$ cat config.mk
export PLATFORM = sky130hd
export DESIGN_NAME = llf_mag
export DESIGN_NICKNAME = d
export VERILOG_FILES = /design/src/rtl/llf_pkg.sv /design/src/rtl/llf_mag.sv
export SDC_FILE = /design/constraint.sdc
export NUM_CORES = 2
export LEC_CHECK = 0
export ABC_AREA = 1
export BUFFER_PORTS_ARGS = -buffer_cell sky130_fd_sc_hd__buf_2
export CORE_ASPECT_RATIO = 2
export CORE_UTILIZATION = 40
export CTS_CLUSTER_SIZE = 20
export DETAILED_ROUTE_END_ITERATION = 8
export GPL_TIMING_DRIVEN = 0
export PLACE_DENSITY = 0.67
export SETUP_SLACK_MARGIN = 0.5
export SYNTH_ARGS = -nofsm -noshare
export SYNTH_HDL_FRONTEND = slang
export SYNTH_SLANG_ARGS = --single-unit
export TNS_END_PERCENT = 1
$ cat constraint.sdc
create_clock -name clk -period 5.1 [get_ports clk]
set_input_delay 0 -clock clk [delete_from_list [all_inputs] [get_ports clk]]
set_output_delay 0 -clock clk [all_outputs]
set_load 0.005 [all_outputs]
$ cat src/rtl/llf_pkg.sv
`timescale 1ns / 1ps
// ----------------------------------------------------------------------------
// llf_pkg: shared types and constants for the detail/edge remap block
// Fixed-point widths, register codes, the log2/exp2 mantissa tables and the
// structs that travel between the pipeline sections.
// ----------------------------------------------------------------------------
package llf_pkg;

	localparam int CH_W    = 16;  // channel word, signed Q2.14
	localparam int ABS_W   = 16;  // absolute channel difference
	localparam int SQ_W    = 32;  // one squared difference
	localparam int RAD_W   = 40;  // radicand in Q32 plus headroom for the trial value
	localparam int MAG_W   = 19;  // magnitude in Q16
	localparam int F_W     = 16;  // mag / sigma in Q0.16
	localparam int LEN_W   = 24;  // new length in Q16
	localparam int NUM_W   = 41;  // |delta| * length + mag / 2
	localparam int QUO_W   = 23;  // per-channel offset
	localparam int CFG_W   = 16;
	localparam int IDX_W   = 2;

	localparam logic [IDX_W-1:0] REG_SIGMA = 2'd0;
	localparam logic [IDX_W-1:0] REG_ALPHA = 2'd1;
	localparam logic [IDX_W-1:0] REG_BETA  = 2'd2;

	localparam logic [CFG_W-1:0] SIGMA_RST = 16'd13107;
	localparam logic [CFG_W-1:0] ALPHA_RST = 16'd2048;
	localparam logic [CFG_W-1:0] BETA_RST  = 16'd4096;
	localparam logic [CFG_W-1:0] ALPHA_ONE = 16'd4096;

	// Noise blend window: u = clamp(mag - 655, 0, 656), x = u * 4096 / 41.
	localparam logic [MAG_W-1:0] NOISE_LO   = 19'd655;
	localparam logic [MAG_W-1:0] NOISE_SPAN = 19'd656;
	localparam logic [21:0]      NOISE_DIV  = 22'd41;
	localparam logic [26:0]      RECIP_41   = 27'd104755299;  // floor(2^32 / 41)

	localparam logic [17:0] EXP2_TOP = 18'd131072;

	localparam int MAG_STAGES   = 3 + MAG_W;
	localparam int GAIN_STAGES  = F_W + 7;
	localparam int SCALE_STAGES = QUO_W + 2;

	typedef struct packed {
		logic [CFG_W-1:0] sigma;
		logic [CFG_W-1:0] alpha;
		logic [CFG_W-1:0] beta;
	} cfg_t;

	// What each pixel carries alongside its magnitude and length.
	typedef struct packed {
		logic [2:0][CH_W-1:0]  refc;
		logic [2:0][ABS_W-1:0] absd;
		logic [2:0]            neg;
	} side_t;

	// log2(1 + i/16) in Q16
	function automatic logic [16:0] log2_lut(input logic [4:0] i);
		case (i)
			5'd0:  return 17'd0;
			5'd1:  return 17'd5732;
			5'd2:  return 17'd11136;
			5'd3:  return 17'd16248;
			5'd4:  return 17'd21098;
			5'd5:  return 17'd25711;
			5'd6:  return 17'd30109;
			5'd7:  return 17'd34312;
			5'd8:  return 17'd38336;
			5'd9:  return 17'd42196;
			5'd10: return 17'd45904;
			5'd11: return 17'd49473;
			5'd12: return 17'd52911;
			5'd13: return 17'd56229;
			5'd14: return 17'd59434;
			5'd15: return 17'd62534;
			5'd16: return 17'd65536;
			default: return 17'd0;
		endcase
	endfunction

	// 2^(i/16) in Q16
	function automatic logic [17:0] exp2_lut(input logic [4:0] i);
		case (i)
			5'd0:  return 18'd65536;
			5'd1:  return 18'd68438;
			5'd2:  return 18'd71468;
			5'd3:  return 18'd74632;
			5'd4:  return 18'd77937;
			5'd5:  return 18'd81386;
			5'd6:  return 18'd84990;
			5'd7:  return 18'd88753;
			5'd8:  return 18'd92682;
			5'd9:  return 18'd96785;
			5'd10: return 18'd101070;
			5'd11: return 18'd105545;
			5'd12: return 18'd110218;
			5'd13: return 18'd115098;
			5'd14: return 18'd120194;
			5'd15: return 18'd125515;
			5'd16: return 18'd131072;
			default: return 18'd0;
		endcase
	endfunction

endpackage

$ cat src/rtl/llf_mag.sv
`timescale 1ns / 1ps
// ----------------------------------------------------------------------------
// llf_mag: difference and magnitude pipeline
// Forms the per-channel differences, squares and sums them, then takes the
// integer square root one result bit per stage.
// ----------------------------------------------------------------------------
module llf_mag import llf_pkg::*; (
	input  logic                   clk,
	input  logic                   arst_n,
	input  logic                   en,
	input  logic                   in_vld,
	input  logic signed [CH_W-1:0] pix_r,
	input  logic signed [CH_W-1:0] pix_g,
	input  logic signed [CH_W-1:0] pix_b,
	input  logic signed [CH_W-1:0] ref_r,
	input  logic signed [CH_W-1:0] ref_g,
	input  logic signed [CH_W-1:0] ref_b,
	output logic                   vld,
	output side_t                  side,
	output logic [MAG_W-1:0]       mag
);

	logic [MAG_STAGES-1:0] vld_s;

	logic signed [CH_W:0] dlt [3];
	logic signed [CH_W:0] pix_x [3];
	logic signed [CH_W:0] ref_x [3];
	logic [CH_W:0]        dabs [3];

	side_t            side_s1, side_s2, side_s3;
	logic [SQ_W-1:0]  sq_s2 [3];
	logic [RAD_W-1:0] rad_s3;

	logic [RAD_W-1:0] rem_s  [MAG_W];
	logic [MAG_W-1:0] root_s [MAG_W];
	side_t            rside_s [MAG_W];

	always_ff @(posedge clk or negedge arst_n) begin
		if (!arst_n) begin
			vld_s <= '0;
		end else if (en) begin
			vld_s <= {vld_s[MAG_STAGES-2:0], in_vld};
		end
	end

	always_comb begin
		pix_x[0] = (CH_W+1)'(pix_r);
		pix_x[1] = (CH_W+1)'(pix_g);
		pix_x[2] = (CH_W+1)'(pix_b);
		ref_x[0] = (CH_W+1)'(ref_r);
		ref_x[1] = (CH_W+1)'(ref_g);
		ref_x[2] = (CH_W+1)'(ref_b);
		for (int c = 0; c < 3; c++) begin
			dlt[c]  = pix_x[c] - ref_x[c];
			dabs[c] = dlt[c][CH_W] ? (CH_W+1)'(-dlt[c]) : (CH_W+1)'(dlt[c]);
		end
	end

	always_ff @(posedge clk) begin
		if (en) begin
			for (int c = 0; c < 3; c++) begin
				side_s1.refc[c] <= ref_x[c][CH_W-1:0];
				side_s1.absd[c] <= dabs[c][ABS_W-1:0];
				side_s1.neg[c]  <= dlt[c][CH_W];
				sq_s2[c]        <= SQ_W'(side_s1.absd[c]) * SQ_W'(side_s1.absd[c]);
			end
			side_s2 <= side_s1;
			side_s3 <= side_s2;
			// Sum of squares is Q28; the root wants Q32.
			rad_s3  <= (RAD_W'(sq_s2[0]) + RAD_W'(sq_s2[1]) + RAD_W'(sq_s2[2])) << 4;
		end
	end

	for (genvar i = 0; i < MAG_W; i++) begin : g_root
		localparam int B = MAG_W - 1 - i;
		logic [RAD_W-1:0] rem_in;
		logic [MAG_W-1:0] root_in;
		side_t            side_in;
		logic [RAD_W-1:0] trial;

		if (i == 0) begin : g_first
			assign rem_in  = rad_s3;
			assign root_in = '0;
			assign side_in = side_s3;
		end else begin : g_next
			assign rem_in  = rem_s[i-1];
			assign root_in = root_s[i-1];
			assign side_in = rside_s[i-1];
		end

		assign trial = ((RAD_W'(root_in) << 1) | (RAD_W'(1) << B)) << B;

		always_ff @(posedge clk) begin
			if (en) begin
				if (rem_in >= trial) begin
					rem_s[i]  <= rem_in - trial;
					root_s[i] <= root_in | (MAG_W'(1) << B);
				end else begin
					rem_s[i]  <= rem_in;
					root_s[i] <= root_in;
				end
				rside_s[i] <= side_in;
			end
		end
	end

	assign vld  = vld_s[MAG_STAGES-1];
	assign side = rside_s[MAG_W-1];
	assign mag  = root_s[MAG_W-1];

endmodule

==> impl_metrics.ini <==
[die]
core.rowCount = 312
core_area_um2 = 361000
fp.dieW_um = 428
initial_utilization_pct = 40.2
ios = 219
die_area_um2 = 365000
die_height_um = 853

[setup_path]
worstSetupStartpointType = flop
critPathKind = flop to flop
worstPathRequired_ns = 5.75
arrival_ns = 6.49
path_max_fanout = 7
r2r.worst_path.cells = 19
end_kind = flop

[routing]
drtIter0Drc = 4088
ant_nets = 0
drc = 0
vias_per_cell = 4.86
vias = 83100
routedWlPerCell_um = 21.3
drtPass1Iterations = 7
wirelength_mm = 365

[yosys]
synth_edf_count = 3140
synth_cells = 11200
ys.flop_type = edfxtp_1
yosysSeqAreaShare_pct = 65.4
ys_ff_latch = 3162
syn_area_um2 = 145000
synthDistinctLibCells = 75
yosysWarnings = 0
avgSynthCellArea_um2 = 12.9
postSynth.asyncResetShare_pct = 0.696

[grt]
grt_pass1_wl_mm = 530
grt_pass1_vias = 88600
grt-ovfl-total = 0
grt_max_degree = 189
antenna_found_initial = 18
grt_usage_pct = 20.0

[min_path]
hold_depth = 4
hp-class = primary input to flop

[cells_and_area]
syn_to_final_growth_pct = 16.6
finalNetCount = 13400
fillCellCount = 32000
layout-drive-gt1-share_pct = 12.3

[timing]
setup_violations = 73
worst_hold_slack_ns = 0.130
worst_pin_slew_ns = 1.60
layout_setup_ws_ns = -0.740
relSlewSlack_pct = -7.50
fin_crit_ns = 5.84
max_freq_ghz = 0.171
clock_skew_ns = 0.0744
slew_viol_final = 7
grt_setup_unrepaired = true
hold_violations = 0
period_share_pct = 115

[clock_network]
cts_max_level = 5
cts_tree = done
clock_latency_ns = 0.92
cts-root-buf = clkbuf_16
path_clk_slew_ns = 0.06
cts-buffers-inserted = 288
clock_path_buffers = 4
cts_sinks = 3162

[placed_design]
gp_congestion = 1.00
port_buffers = 218
hpwl_mm = 280

[outcome]
failed_checks = capacitance limit, slew limit, setup timing
status = complete, but fails checks

[run]
drv_cap = 3
## routing by layer
layer  up-vias  share of wire [%]  track usage (%)
li1      39800                  -                -
met1     39900                 27             14.8
met2      1984                 57             40.1
met4         2                 13             21.1
met5         -             0.0030                0
met3      1343                3.1             2.77
## critical path, stage by stage (launching register included)
cell and delay [ns]:
edfxtp_1 0.49, clkbuf_8 0.21, clkbuf_16 0.16, nand2_1 0.12
fa_1 0.46, fa_1 0.56, inv_1 0.06, fa_2 0.37
fa_1 0.51, fa_1 0.56, inv_1 0.06, fa_2 0.57
inv_2 0.05, ha_4 0.30, nand4_1 0.19, nor3_4 0.22
nand4_1 0.17, nand3_4 0.19, a31oi_4 0.13, xor2_2 0.19
## registers in the layout (all words and copies together), names as in the netlist
name            flops
side_s1            99
side_s2            99
g_root.side_in     99
rside_s          1881
root_s            190
g_root.rem_in      34
sq_s2              90
rem_s             648
vld_s              22
## final timing paths
path                                  endpoint           start  slack, ns
max in group asynchronous             vld_s[2]          arst_n       4.08
worst max register to register    sq_s2[0][30]      side_s1[6]      -0.74
worst min register to register  rside_s[2][50]  rside_s[1][50]       0.37
worst min-delay path               side_s1[19]        ref_g[0]       0.13
min in group asynchronous             vld_s[4]          arst_n       0.40
worst max-delay path              sq_s2[0][30]      side_s1[6]      -0.74
## timing repair
action                                   CTS  global route
pin swaps                                117           130
endpoints found under the setup margin  1246          1251
gates cloned                               8             1
gates resized for setup                  368           307
buffers inserted                         108            53
hold buffers                             218             0
endpoints found under the hold margin    410             0
## placed cells by master (no fill, tap or decap), drive strengths merged, types with 4 or more instances in the layout
cell	synthesis	routed
edfxtp	3140	3140
inv	1974	1997
nand2	1768	1768
nor2	764	764
ha	578	578
fa	522	522
buf	40	499
a21oi	442	442
clkbuf	115	412
o21ai	379	379
nand3	353	353
xor2	254	254
xnor2	219	219
dlygate4sd3	0	218
nor3	142	142
nand4	132	132
nor4	98	98
clkinv	1	93
o21bai	32	32
diode	0	30
a31oi	30	30
a21o	29	29
bufinv	0	28
nand3b	27	27
or2	26	26
o211ai	23	23
dfrtp	22	22
a21boi	19	19
clkinvlp	0	18
a211oi	17	17
o21a	15	15
o2111ai	13	13
bufbuf	0	8
and2	8	8
and3	6	6
a31o	5	5
o31ai	5	5
nor4b	5	5
nor3b	4	4
## final cells by class
cell class,count,area (µm²),area share (%)
Antenna cell,30,75.1,0.0444
Buffer,155,1900,1.13
Clock buffer,345,7530,4.45
Clock inverter,161,1830,1.08
Inverter,1975,7430,4.39
Multi-Input combinational cell,5934,43900,26.0
Sequential cell,3162,94800,56.1
Tap cell,4710,5890,3.48
Timing Repair Buffer,637,5690,3.36
## synth_stat cells, types with 4 or more instances
cell	instances	area share [%]
nor3_2	4	0.028
a211oi_1	17	0.088
nand3_2	7	0.048
nor3_1	136	0.47
o31ai_1	5	0.026
buf_6	12	0.093
xnor2_1	215	1.3
a21oi_1	427	1.5
nand2_2	23	0.099
a21boi_0	12	0.062
buf_2	13	0.045
nand2_1	1741	4.5
buf_4	10	0.052
nand4_1	129	0.56
o21ai_2	32	0.19
o21ai_1	60	0.21
nand3b_1	27	0.14
fa_1	522	7.2
a31o_2	5	0.030
inv_1	1963	5.1
and2_1	7	0.030
edfxtp_1	3140	65
nor4_1	95	0.41
o21bai_1	32	0.17
nor4b_1	5	0.030
a21o_1	29	0.15
a21oi_2	13	0.079
inv_2	9	0.023
or2_2	20	0.086
and3_1	6	0.026
nand2_4	4	0.031
xnor2_2	4	0.045
a21boi_2	4	0.031
ha_1	578	5.0
nor2_2	19	0.082
o21ai_0	286	0.99
nand3_1	346	1.2
dfrtp_1	22	0.38
nor2_1	745	1.9
clkbuf_1	115	0.30
o21a_1	15	0.078
o2111ai_1	13	0.079
a31oi_1	29	0.13
xor2_1	252	1.5
o211ai_1	21	0.11
## through the flow
step,area (µm²),util (%),worst slack [ns],setup TNS (ns),std cells
floorplan,146000,-,-0.157,-3.14,11200
global placement,153000,42.3,-49.79,-,16200
detailed placement,153000,42.5,-2.71,-1186.74,16200
CTS,168000,46.5,-0.815,-41.09,17000
global route,169000,46.9,-0.973,-46.74,17100
finish,169000,46.9,-0.740,-30.72,17100
## cell families (layout without fill, tap and decap cells)
kind of cell               count (synthesis)  after routing  synth area share, %
and+or+nand+nor                         3334           3334                 9.81
buffers and inverters                   2130           3273                 5.63
xor gates and xnor gates                 473            473                 2.89
adders and majority gates               1100           1100                 12.2
AOI/OAI and AO/OA                       1021           1021                 4.04
muxes                                      3              3               0.0233
other                                      1             33              0.00259
DFF                                     3162           3162                 65.4
Power is not shown: default switching activity piles up to over one toggle a cycle in this logic, so the estimate is an artifact.
